### config.mk
export PLATFORM = sky130hd
export DESIGN_NAME = gaze_link_watchdog_smoother_core
export DESIGN_NICKNAME = d
export VERILOG_FILES = /design/src/hw/rtl/glws_pkg.sv /design/src/hw/rtl/gaze_link_watchdog_smoother_core.sv
export SDC_FILE = /design/constraint.sdc
export NUM_CORES = 2
export LEC_CHECK = 0
export ABC_CLOCK_PERIOD_IN_PS = 16900
export BUFFER_PORTS_ARGS = -buffer_cell sky130_fd_sc_hd__buf_2
export CAP_MARGIN = 20
export CORE_MARGIN = 8
export CORE_UTILIZATION = 64
export CTS_CLUSTER_DIAMETER = 60
export DETAILED_ROUTE_END_ITERATION = 16
export MAX_ROUTING_LAYER = met4
export PLACE_DENSITY = 0.91
export SETUP_SLACK_MARGIN = 0.02
export SLEW_MARGIN = 20
export SYNTH_ARGS = -nofsm -noshare
export SYNTH_HDL_FRONTEND = slang
export SYNTH_SLANG_ARGS = --single-unit
### constraint.sdc
create_clock -name clk -period 16.9 [get_ports clk]
set_clock_uncertainty 0.15 [all_clocks]
set_input_delay 1.69 -clock clk [delete_from_list [all_inputs] [get_ports clk]]
set_output_delay 1.69 -clock clk [all_outputs]
set_load 0.01 [all_outputs]
### src/hw/rtl/glws_pkg.sv
// Package with the types and constants of the gaze link watchdog and smoother.
package glws_pkg;

  // Register byte addresses on the configuration port.
  localparam int unsigned CFG_AW = 4;
  localparam logic [CFG_AW-1:0] ADDR_EXPECTED_MAGIC = 4'h0;
  localparam logic [CFG_AW-1:0] ADDR_STALE_LIMIT    = 4'h4;
  localparam logic [CFG_AW-1:0] ADDR_SMOOTHING_GAIN = 4'h8;

  // Register reset values.
  localparam logic [31:0] EXPECTED_MAGIC_RST = 32'd0;
  localparam logic [7:0]  STALE_LIMIT_RST    = 8'd30;
  localparam logic [16:0] SMOOTHING_GAIN_RST = 17'd13107;

  // Fixed point constants: axis 1.0 in Q2.14 and unity gain.
  localparam logic signed [15:0] AXIS_POS_ONE = 16'sd16384;
  localparam logic signed [15:0] AXIS_NEG_ONE = -16'sd16384;
  localparam logic [16:0]        GAIN_ONE     = 17'd65536;

  // One registered input transaction.
  typedef struct packed {
    logic               source_present;
    logic               packet_valid;
    logic [31:0]        magic_word;
    logic [31:0]        frame_id;
    logic signed [15:0] gaze_x;
    logic signed [15:0] gaze_y;
    logic signed [15:0] head_z;
  } glws_in_t;

  // One result transaction.
  typedef struct packed {
    logic               link_up;
    logic               magic_match;
    logic               valid_seen;
    logic signed [15:0] smooth_x;
    logic signed [15:0] smooth_y;
    logic signed [15:0] smooth_z;
    logic [31:0]        raw_frame;
  } glws_out_t;

  // Clamp one axis sample to plus or minus 1.0.
  function automatic logic signed [15:0] clamp_axis(input logic signed [15:0] v);
    logic signed [15:0] r;
    if (v < AXIS_NEG_ONE) r = AXIS_NEG_ONE;
    else if (v > AXIS_POS_ONE) r = AXIS_POS_ONE;
    else r = v;
    return r;
  endfunction

  // One low-pass step: s + floor((t - s) * a / 65536).
  function automatic logic signed [15:0] smooth_step(input logic signed [15:0] s,
                                                      input logic signed [15:0] t,
                                                      input logic [16:0] a);
    logic signed [16:0] diff;
    logic signed [17:0] gain;
    logic signed [34:0] prod;
    logic signed [18:0] step;
    logic signed [18:0] sum;
    diff = 17'(t) - 17'(s);
    gain = signed'({1'b0, a});
    prod = 35'(diff) * 35'(gain);
    step = 19'(prod >>> 16);
    sum  = 19'(s) + step;
    return sum[15:0];
  endfunction

endpackage

### src/hw/rtl/gaze_link_watchdog_smoother_core.sv
// Gaze link watchdog with frame staleness check and three-axis low-pass smoothing.
//
// Usage: each input transaction is one polled sensor packet on the in_ stream.
// The block checks the magic word and valid flag, runs a staleness counter on
// the frame id, and moves three smoothed axes toward the clamped packet values
// (or toward zero while the link is down). Each packet yields one result
// transaction on the out_ stream with the link state, the smoothed axes and
// diagnostic copies of the packet checks.
// A packet accepted into the input register has its result loaded into the output
// register once that register is free, which raises out_tvalid.
// Throughput: one packet per cycle while the receiver does not stall; the state
// update for one packet is a single pass of compares and three 17x18 multiplies
// between the two registers.
// Reset (rst_n low at a clock edge) empties both registers, zeros the watchdog
// and filter state and loads the register defaults.
// When the receiver stalls, the result holds in the output register, one more
// packet can still be taken into the input register, and in_tready then drops.
// Configuration is written over the APB-style cfg_ port; the user must write it
// only while the stream is idle, as the block itself does not enforce this.
module gaze_link_watchdog_smoother_core
  import glws_pkg::*;
(
  input  logic              clk,
  input  logic              rst_n,
  // Input stream.
  input  logic              in_tvalid,
  output logic              in_tready,
  // tdata: magic_word[31:0], frame_id[63:32], gaze_x[79:64], gaze_y[95:80],
  //        head_z[111:96]
  input  logic [111:0]      in_tdata,
  // tuser: source_present[0], packet_valid[1]
  input  logic [1:0]        in_tuser,
  // Result stream.
  output logic              out_tvalid,
  input  logic              out_tready,
  // tdata: smooth_x[15:0], smooth_y[31:16], smooth_z[47:32], raw_frame[79:48]
  output logic [79:0]       out_tdata,
  // tuser: link_up[0], magic_match[1], valid_seen[2]
  output logic [2:0]        out_tuser,
  // Configuration port.
  input  logic              cfg_psel,
  input  logic              cfg_penable,
  input  logic              cfg_pwrite,
  input  logic [CFG_AW-1:0] cfg_paddr,
  input  logic [31:0]       cfg_pwdata,
  output logic [31:0]       cfg_prdata,
  output logic              cfg_pready
);

  // Configuration registers.
  logic [31:0] expected_magic_r;
  logic [7:0]  stale_limit_r;
  logic [16:0] smoothing_gain_r;
  logic        cfg_wr;

  // Pipeline registers and handshake.
  glws_in_t  in_r;
  logic      in_vld_r;
  glws_out_t out_r, out_nxt;
  logic      out_vld_r;
  logic      advance;
  logic      in_fire;

  // Watchdog and filter state.
  logic [31:0]        last_frame_r, last_frame_nxt;
  logic [7:0]         stale_cnt_r, stale_cnt_nxt;
  logic               conn_r, conn_nxt;
  logic signed [15:0] filt_x_r, filt_y_r, filt_z_r;
  logic signed [15:0] filt_x_nxt, filt_y_nxt, filt_z_nxt;

  // Per-packet decisions.
  logic               mm, good;
  logic signed [15:0] tx, ty, tz;
  logic [16:0]        gain;

  // APB-style register access; writes complete in the access cycle.
  assign cfg_pready = 1'b1;
  assign cfg_wr     = cfg_psel && cfg_penable && cfg_pwrite;

  always_ff @(posedge clk) begin
    if (!rst_n) begin
      expected_magic_r <= EXPECTED_MAGIC_RST;
      stale_limit_r    <= STALE_LIMIT_RST;
      smoothing_gain_r <= SMOOTHING_GAIN_RST;
    end else if (cfg_wr) begin
      case (cfg_paddr)
        ADDR_EXPECTED_MAGIC: expected_magic_r <= cfg_pwdata;
        ADDR_STALE_LIMIT:    stale_limit_r    <= cfg_pwdata[7:0];
        ADDR_SMOOTHING_GAIN: smoothing_gain_r <= cfg_pwdata[16:0];
        default: ;
      endcase
    end
  end

  always_comb begin
    case (cfg_paddr)
      ADDR_EXPECTED_MAGIC: cfg_prdata = expected_magic_r;
      ADDR_STALE_LIMIT:    cfg_prdata = {24'd0, stale_limit_r};
      ADDR_SMOOTHING_GAIN: cfg_prdata = {15'd0, smoothing_gain_r};
      default:             cfg_prdata = 32'd0;
    endcase
  end

  // Handshake: the output register moves when empty or taken, and the input
  // register refills whenever its content moves on.
  assign advance   = !out_vld_r || out_tready;
  assign in_tready = !in_vld_r || advance;
  assign in_fire   = in_tvalid && in_tready;

  always_ff @(posedge clk) begin
    if (!rst_n) begin
      in_vld_r <= 1'b0;
    end else if (in_tready) begin
      in_vld_r <= in_tvalid;
    end
  end

  always_ff @(posedge clk) begin
    if (in_fire) begin
      in_r.magic_word     <= in_tdata[31:0];
      in_r.frame_id       <= in_tdata[63:32];
      in_r.gaze_x         <= in_tdata[79:64];
      in_r.gaze_y         <= in_tdata[95:80];
      in_r.head_z         <= in_tdata[111:96];
      in_r.source_present <= in_tuser[0];
      in_r.packet_valid   <= in_tuser[1];
    end
  end

  // Watchdog: check the packet and update the stale counter.
  always_comb begin
    mm             = (in_r.magic_word == expected_magic_r);
    good           = in_r.source_present && mm && in_r.packet_valid;
    last_frame_nxt = last_frame_r;
    stale_cnt_nxt  = stale_cnt_r;
    conn_nxt       = 1'b0;
    if (in_r.source_present) begin
      if (good) begin
        if (in_r.frame_id != last_frame_r) begin
          last_frame_nxt = in_r.frame_id;
          stale_cnt_nxt  = 8'd0;
        end else if (stale_cnt_r < stale_limit_r) begin
          stale_cnt_nxt = stale_cnt_r + 8'd1;
        end else begin
          stale_cnt_nxt = stale_limit_r;
        end
        conn_nxt = (stale_cnt_nxt < stale_limit_r);
      end else begin
        stale_cnt_nxt = stale_limit_r;
      end
    end
  end

  // Targets and low-pass update for the three axes.
  always_comb begin
    tx   = conn_nxt ? clamp_axis(in_r.gaze_x) : 16'sd0;
    ty   = conn_nxt ? clamp_axis(in_r.gaze_y) : 16'sd0;
    tz   = conn_nxt ? clamp_axis(in_r.head_z) : 16'sd0;
    gain = (smoothing_gain_r > GAIN_ONE) ? GAIN_ONE : smoothing_gain_r;
    filt_x_nxt = smooth_step(filt_x_r, tx, gain);
    filt_y_nxt = smooth_step(filt_y_r, ty, gain);
    filt_z_nxt = smooth_step(filt_z_r, tz, gain);
  end

  // Result assembly; diagnostics read as zero while the source is absent.
  always_comb begin
    out_nxt.link_up     = conn_nxt;
    out_nxt.magic_match = in_r.source_present && mm;
    out_nxt.valid_seen  = in_r.source_present && in_r.packet_valid;
    out_nxt.smooth_x    = filt_x_nxt;
    out_nxt.smooth_y    = filt_y_nxt;
    out_nxt.smooth_z    = filt_z_nxt;
    out_nxt.raw_frame   = in_r.source_present ? in_r.frame_id : 32'd0;
  end

  // State and output register update when a packet leaves the input register.
  always_ff @(posedge clk) begin
    if (!rst_n) begin
      last_frame_r <= 32'd0;
      stale_cnt_r  <= 8'd0;
      conn_r       <= 1'b0;
      filt_x_r     <= 16'sd0;
      filt_y_r     <= 16'sd0;
      filt_z_r     <= 16'sd0;
      out_vld_r    <= 1'b0;
    end else begin
      if (advance) begin
        out_vld_r <= in_vld_r;
      end
      if (in_vld_r && advance) begin
        last_frame_r <= last_frame_nxt;
        stale_cnt_r  <= stale_cnt_nxt;
        conn_r       <= conn_nxt;
        filt_x_r     <= filt_x_nxt;
        filt_y_r     <= filt_y_nxt;
        filt_z_r     <= filt_z_nxt;
      end
    end
  end

  always_ff @(posedge clk) begin
    if (in_vld_r && advance) begin
      out_r <= out_nxt;
    end
  end

  // Output ports.
  assign out_tvalid = out_vld_r;
  assign out_tdata  = {out_r.raw_frame, out_r.smooth_z, out_r.smooth_y, out_r.smooth_x};
  assign out_tuser  = {out_r.valid_seen, out_r.magic_match, conn_r && out_r.link_up};

`ifndef SYNTHESIS
  // A packet held in the input register is not dropped while the output stalls.
  assert property (@(posedge clk) disable iff (!rst_n)
    (in_vld_r && !advance) |=> in_vld_r)
    else $error("input register lost a packet during a stall");

  // A connected result always comes from a good packet.
  assert property (@(posedge clk) disable iff (!rst_n)
    (out_tvalid && out_tuser[0]) |-> (out_tuser[1] && out_tuser[2]))
    else $error("link up reported for a bad packet");

  // The filter state never leaves plus or minus 1.0.
  assert property (@(posedge clk) disable iff (!rst_n)
    (filt_x_r >= AXIS_NEG_ONE && filt_x_r <= AXIS_POS_ONE &&
     filt_y_r >= AXIS_NEG_ONE && filt_y_r <= AXIS_POS_ONE &&
     filt_z_r >= AXIS_NEG_ONE && filt_z_r <= AXIS_POS_ONE))
    else $error("smoothed axis out of range");
`endif

endmodule

### Yosys cells after proc, flatten, opt, wreduce, memory -nomap -nowiden

Cells that the tools add are included.

* output and inout port bits: 118
* register bits after elaboration: 345

* $lt $le $gt $ge: 9
* reductions and logical operators: 18
* equality and inequality tests: 4
* mux-type cells: 18
* add/subtract/negate cells: 7
* multiply operators: 3

Operators with widths (number)
* 16-bit 2-to-1 mux: 9
* 17-bit by 18-bit multiplier with 32-bit output: 3
* 32-bit one-hot mux with 3 select lines: 1
* 16-bit by 16-bit subtractor with 17-bit output: 3
* 16-bit adder: 3
* 16-bit > comparator (second input constant): 3
* 16-bit by 15-bit < comparator with 1-bit output (second input constant): 3
* 8-bit 2-to-1 mux: 5
* 32-bit equality test: 1
* 32-bit != test: 1
* 17-bit > comparator (second input constant): 1
* 17-bit 2-to-1 mux: 1
* 8-bit < comparator: 2
* 8-bit by 1-bit adder with 8-bit output (second input constant): 1
* 1-bit logical AND: 8
* 2-bit AND reduction: 4
* 4-bit by 3-bit equality test with 1-bit output (second input constant): 1
* 4-bit equality test (second input constant): 1
* 4-bit logical NOT: 1
* 4-bit AND reduction: 1
* 1-bit logical NOT: 2
* 1-bit logical OR: 2
* 1-bit 2-to-1 mux: 2

### Longest topological paths before layout

* word-level depth: 12
* depth in mapped cells: 60
* mapped depth without buffers: 59

### Least setup slack after synthesis

OpenSTA, ideal clock, no wires.

* kind: reg-to-reg
* start: register stale_limit_r[1]
* end: register filt_y_r[15]
* cell stages (with the launch flop): 54
* required time: 16.485 ns
* buffers on the path: 1
* setup slack: 4.407 ns
* arrival: 12.078 ns
* setup time: 0.265 ns
* cell sequence: dfxtp_1 -> inv_1 -> ha_1 -> a21o_1 -> a21o_1 -> a21o_1 -> a21oi_1 -> o21ai_1 -> nand2_1 -> a211oi_1 -> ha_1 -> nor2b_1 -> a2111oi_0 -> o21a_1 -> clkbuf_1 -> and3_1 -> ha_1 -> nor2b_1 -> [... 18 more ...] -> a21o_1 -> a21o_1 -> a221o_1 -> o21a_1 -> o21a_1 -> o21a_1 -> nor2_1 -> xnor2_1 -> ha_1 -> a21oi_1 -> o21ai_0 -> a31o_2 -> a211o_1 -> a21oi_1 -> xnor2_1 -> xnor2_1 -> xnor3_1 -> a21oi_1

* word-level cells in the longest chain between the ends: 12

Ends and longest elaborated chain
* from (decl): RTL line gaze_link_watchdog_smoother_core.sv:52 `logic [7:0] stale_limit_r;`
* from (signal assigned): RTL line gaze_link_watchdog_smoother_core.sv:88 `ADDR_STALE_LIMIT: stale_limit_r <= cfg_pwdata[7:0];`
* 8-bit < comparator: RTL line gaze_link_watchdog_smoother_core.sv:142 `end else if (stale_cnt_r < stale_limit_r) begin`
* 8-bit 2-to-1 mux: RTL line gaze_link_watchdog_smoother_core.sv:142
* 8-bit 2-to-1 mux: RTL line gaze_link_watchdog_smoother_core.sv:139 `if (in_r.frame_id != last_frame_r) begin`
* 8-bit 2-to-1 mux: RTL line gaze_link_watchdog_smoother_core.sv:138 `if (good) begin`
* 8-bit 2-to-1 mux: RTL line gaze_link_watchdog_smoother_core.sv:137 `if (in_r.source_present) begin`
* 8-bit < comparator *: RTL line gaze_link_watchdog_smoother_core.sv:147 `conn_nxt = (stale_cnt_nxt < stale_limit_r);`
* 1-bit 2-to-1 mux *: RTL line gaze_link_watchdog_smoother_core.sv:138
* 1-bit 2-to-1 mux *: RTL line gaze_link_watchdog_smoother_core.sv:137
* 16-bit 2-to-1 mux *: RTL line gaze_link_watchdog_smoother_core.sv:157 `ty = conn_nxt ? clamp_axis(in_r.gaze_y) : 16'sd0;`
* 16-bit by 16-bit subtractor with 17-bit output *: RTL line glws_pkg.sv:60 `diff = 17'(t) - 17'(s);`
* 17-bit by 18-bit multiplier with 32-bit output *: RTL line glws_pkg.sv:62 `prod = 35'(diff) * 35'(gain);`
* 16-bit adder *: RTL line glws_pkg.sv:64 `sum = 19'(s) + step;`
* to (signal assigned): RTL line gaze_link_watchdog_smoother_core.sv:195 `filt_y_r <= filt_y_nxt;`
* to (decl): RTL line gaze_link_watchdog_smoother_core.sv:68 `logic signed [15:0] filt_x_r, filt_y_r, filt_z_r;`

Every way passes the cells marked *; elsewhere a longest branch is shown, timed or not. The select of a mux whose other input is x is not followed.
A chain may end at the register's enable or synchronous reset.

### Worst setup path in the final report

* start: register in_r[57] (netlist bit)
* end: register filt_z_r[15]

* word-level cells in the longest chain between the ends: 11

Ends and longest elaborated chain
* from (decl): RTL line gaze_link_watchdog_smoother_core.sv:57 `glws_in_t in_r;`
* 32-bit != test: RTL line gaze_link_watchdog_smoother_core.sv:139
* 8-bit 2-to-1 mux: RTL line gaze_link_watchdog_smoother_core.sv:139
* 8-bit 2-to-1 mux: RTL line gaze_link_watchdog_smoother_core.sv:138
* 8-bit 2-to-1 mux: RTL line gaze_link_watchdog_smoother_core.sv:137
* 8-bit < comparator: RTL line gaze_link_watchdog_smoother_core.sv:147
* 1-bit 2-to-1 mux: RTL line gaze_link_watchdog_smoother_core.sv:138
* 1-bit 2-to-1 mux: RTL line gaze_link_watchdog_smoother_core.sv:137
* 16-bit 2-to-1 mux: RTL line gaze_link_watchdog_smoother_core.sv:158 `tz = conn_nxt ? clamp_axis(in_r.head_z) : 16'sd0;`
* 16-bit by 16-bit subtractor with 17-bit output: RTL line glws_pkg.sv:60
* 17-bit by 18-bit multiplier with 32-bit output: RTL line glws_pkg.sv:62
* 16-bit adder: RTL line glws_pkg.sv:64
* net filt_z_nxt[15]: RTL line gaze_link_watchdog_smoother_core.sv:69 `logic signed [15:0] filt_x_nxt, filt_y_nxt, filt_z_nxt;`
* to (signal assigned): RTL line gaze_link_watchdog_smoother_core.sv:196 `filt_z_r <= filt_z_nxt;`
* to (decl): RTL line gaze_link_watchdog_smoother_core.sv:68

The timed path passes the listed nets, and every way through them passes these cells. The select of a mux whose other input is x is not followed.

==> run_results.csv <==
group,metric,value,unit
layout,drive_above_1_share,0.08841,
route,routed_wl,121.9,mm
yosys,synth.net_count,6186,
route,drc,0,
cts,cts_hold_buf,0,
cts,htree_num_levels,2,
floorplan,dieArea,78680,um2
timing,rsz0062_at_grt,"false",
timing,relSlewSlack,0.1339,
cts,cts_tree,"built",
yosys,synth_top_family_by_area,"adder cells",
critical_path,path_delay_family,"compound AO/OA/AOI/OAI gates",
timing,setup-violations-final,0,
critical_path,r2r_setup_slack,1860,ps
status,status,"finished, final reports clean",
critical_path,critPathBufInv,4,
floorplan,die_w,280.5,um
floorplan,core-area,69660,um2
cts,clk_path_buf_depth,3,
critical_path,end_kind,"flip-flop",
global_route,grtUsageTotal,0.3173,
yosys,postSynthAreaPerCell,9.101,um2
floorplan,start_util,0.6427,
yosys,synth_fa_ha_area_frac,0.4231,
critical_path,worst_setup_path_start_kind,"flip-flop",
critical_path,cp_max_fo,51,
route,wl_per_cell,20.32,um
floorplan,die_y,280.5,um
floorplan,boundaryPins,275,
timing,max_freq,66.47,MHz
timing,setup_tns,0,ps
critical_path,cpMaxStageDelayCell,"o21a_2",
global_route,grt_max_degree,81,
yosys,ys_async_sr_fraction,0,
yosys,synth-xor-area-share,0.04549,
route,viasPerCell,5.913,
yosys,synth_area,44780,um2
place,place_ws,2259,ps
yosys,yosys_register_bits,345,
critical_path,crit_required,17200,ps
global_route,grt_pass1_vias,38602,
cts,numCtsBuffers,36,
cts,clock_latency,570,ps
cts,clockRootBuffer,"clkbuf_16",
min_path,hold_path.class,"flip-flop to flip-flop",
critical_path,crit_type,"flip-flop to flip-flop",
global_route,antenna_found_initial,4,
yosys,synth.distinct_cells,81,
timing,fin_crit_sh,0.8902,
timing,setup_slack,1856,ps
route,first_pass_iters,8,
cts,path_clk_slew,60,ps
floorplan,rows,97,
yosys,synthCells,4920,
yosys,synth-compound-area-share,0.06497,
yosys,synth_edf_count,197,
cts,ctsResizeCount,0,
critical_path,arrival,15350,ps
place,portBuffers,273,
critical_path,critPathMaxStageDelay,900,ps
yosys,synth_mux_area_frac,0.009836,
cts,post_cts_buffers,0,
timing,period_needed,15040,ps
cts,clock_sinks,345,
yosys,yosysSeqAreaShare,0.1983,
global_route,grt-ovfl-total,0,
route,first_iter_violations,3210,
layout,final_cells,6000,
timing,hold_viol_final,0,
route,vias,35478,
timing,drv_slew,0,
timing,holdWs,323.9,ps
yosys,yosys.area_share.simple,0.1507,
route,drtAntennaViolNets,0,
flow_run,cap_violations,0,
yosys,ys_warn_count,0,
place,place_inst,5930,
place,hpwl,91.08,mm
layout,area_delta_synth_final,6.975,%
global_route,grt_pass1_wl,194.0,mm
place,routabilityCongestion,0.9406,
timing,tightest_slew,1295,ps
layout,final_nets,6295,
yosys,synth-main-ff-cell,"edfxtp_1",
-- tightest hold or removal path, cell delays in order (launching register included) --
cell and delay, ps:
dfxtp_1 320, nand2_1 50, a21oi_1 50
-- metal layers --
metal / global-route usage / share of wire
met1: 0.3503 / 0.34
met2: 0.5287 / 0.49
met3: 0.06942 / 0.11
met4: 0.1847 / 0.069
met5: - / 0
-- cell type report --
type                       count  area (um2)
multi-input combinational   3377       31220
clock inverter                15       205.2
tap                          940        1176
fill                        4784       21770
inverter                     926        3483
clock buffer                  50        1015
sequential                   345        8880
timing repair buffer         343        1912
antenna                        4       10.01
-- metrics by stage --
stage	cell area, um2	util
after floorplan	44780	-
after global placement	46630	0.6693
after detailed placement	46650	0.6696
after CTS	47870	0.6871
after global routing	47900	0.6875
final	47900	0.6876
-- placed cells by master, fill, tap and decap left out, types with 29 or more instances in the layout --
cell / count
clkbuf_16: 37
nand3_1: 38
xnor2_1: 146
nand2_1: 741
nor2_1: 445
inv_1: 922
mux2i_1: 44
fa_1: 675
o21ai_0: 56
ha_1: 434
xor2_1: 66
a21oi_1: 172
and3_1: 47
buf_4: 68
buf_2: 273
edfxtp_1: 197
and2_1: 113
a21o_1: 45
dfxtp_1: 147
o21a_1: 29
-- state kept, by name, summed over array words and instances, names as in the netlist --
signal and flops:
conn_r 1, expected_magic_r 32, filt_x_r 16, filt_y_r 16, filt_z_r 16, in_r 114, in_vld_r 1, last_frame_r 32
out_r 1, out_tdata 80, out_tuser 2, out_tvalid 1, smoothing_gain_r 17, stale_cnt_r 8, stale_limit_r 8
-- worst paths after layout --
path,depth (start not counted),start,end
min reg2reg,2,conn_r$_SDFFE_PN0P_,conn_r$_SDFFE_PN0P_
max,53,in_r[57]$_DFFE_PP_,filt_z_r[15]$_SDFFE_PN0P_
min,2,conn_r$_SDFFE_PN0P_,conn_r$_SDFFE_PN0P_
max reg2reg,53,in_r[57]$_DFFE_PP_,filt_z_r[15]$_SDFFE_PN0P_
-- cell families (layout without fill, tap and decap cells) --
family          count (synthesis)  in the layout
simple gates                 1556           1556
mux                            44             44
buf+inv                      1198           1334
other cells                     1              5
xor+xnor                      227            227
compound gates                440            440
fa+ha+maj                    1109           1109
flops                         345            345
-- synth_stat cells, types with 12 or more instances --
library cell / count / area, um2
buf_4: 83 / 623.1
fa_1: 675 / 13510
and2_1: 116 / 725.7
nor3_1: 26 / 130.1
o21ai_0: 56 / 280.3
inv_1: 923 / 3465
dfxtp_1: 148 / 2963
a21oi_1: 172 / 860.8
nor2b_1: 29 / 181.4
nand2_1: 741 / 2781
ha_1: 434 / 5430
clkbuf_1: 172 / 645.6
o21a_1: 30 / 225.2
and3_1: 47 / 294.0
nor2_1: 446 / 1674
nand2b_1: 24 / 150.1
xnor2_1: 152 / 1331
nand4_1: 21 / 131.4
xor2_1: 71 / 621.9
a211oi_1: 16 / 120.1
mux2i_1: 44 / 440.4
o21bai_1: 17 / 127.6
nand3_1: 38 / 190.2
nor4_1: 27 / 168.9
o211ai_1: 16 / 120.1
edfxtp_1: 197 / 5916
buf_1: 12 / 45.04
a21o_1: 45 / 337.8
Power is not shown: default switching activity piles up to over one toggle a cycle in this logic, so the estimate is an artifact.
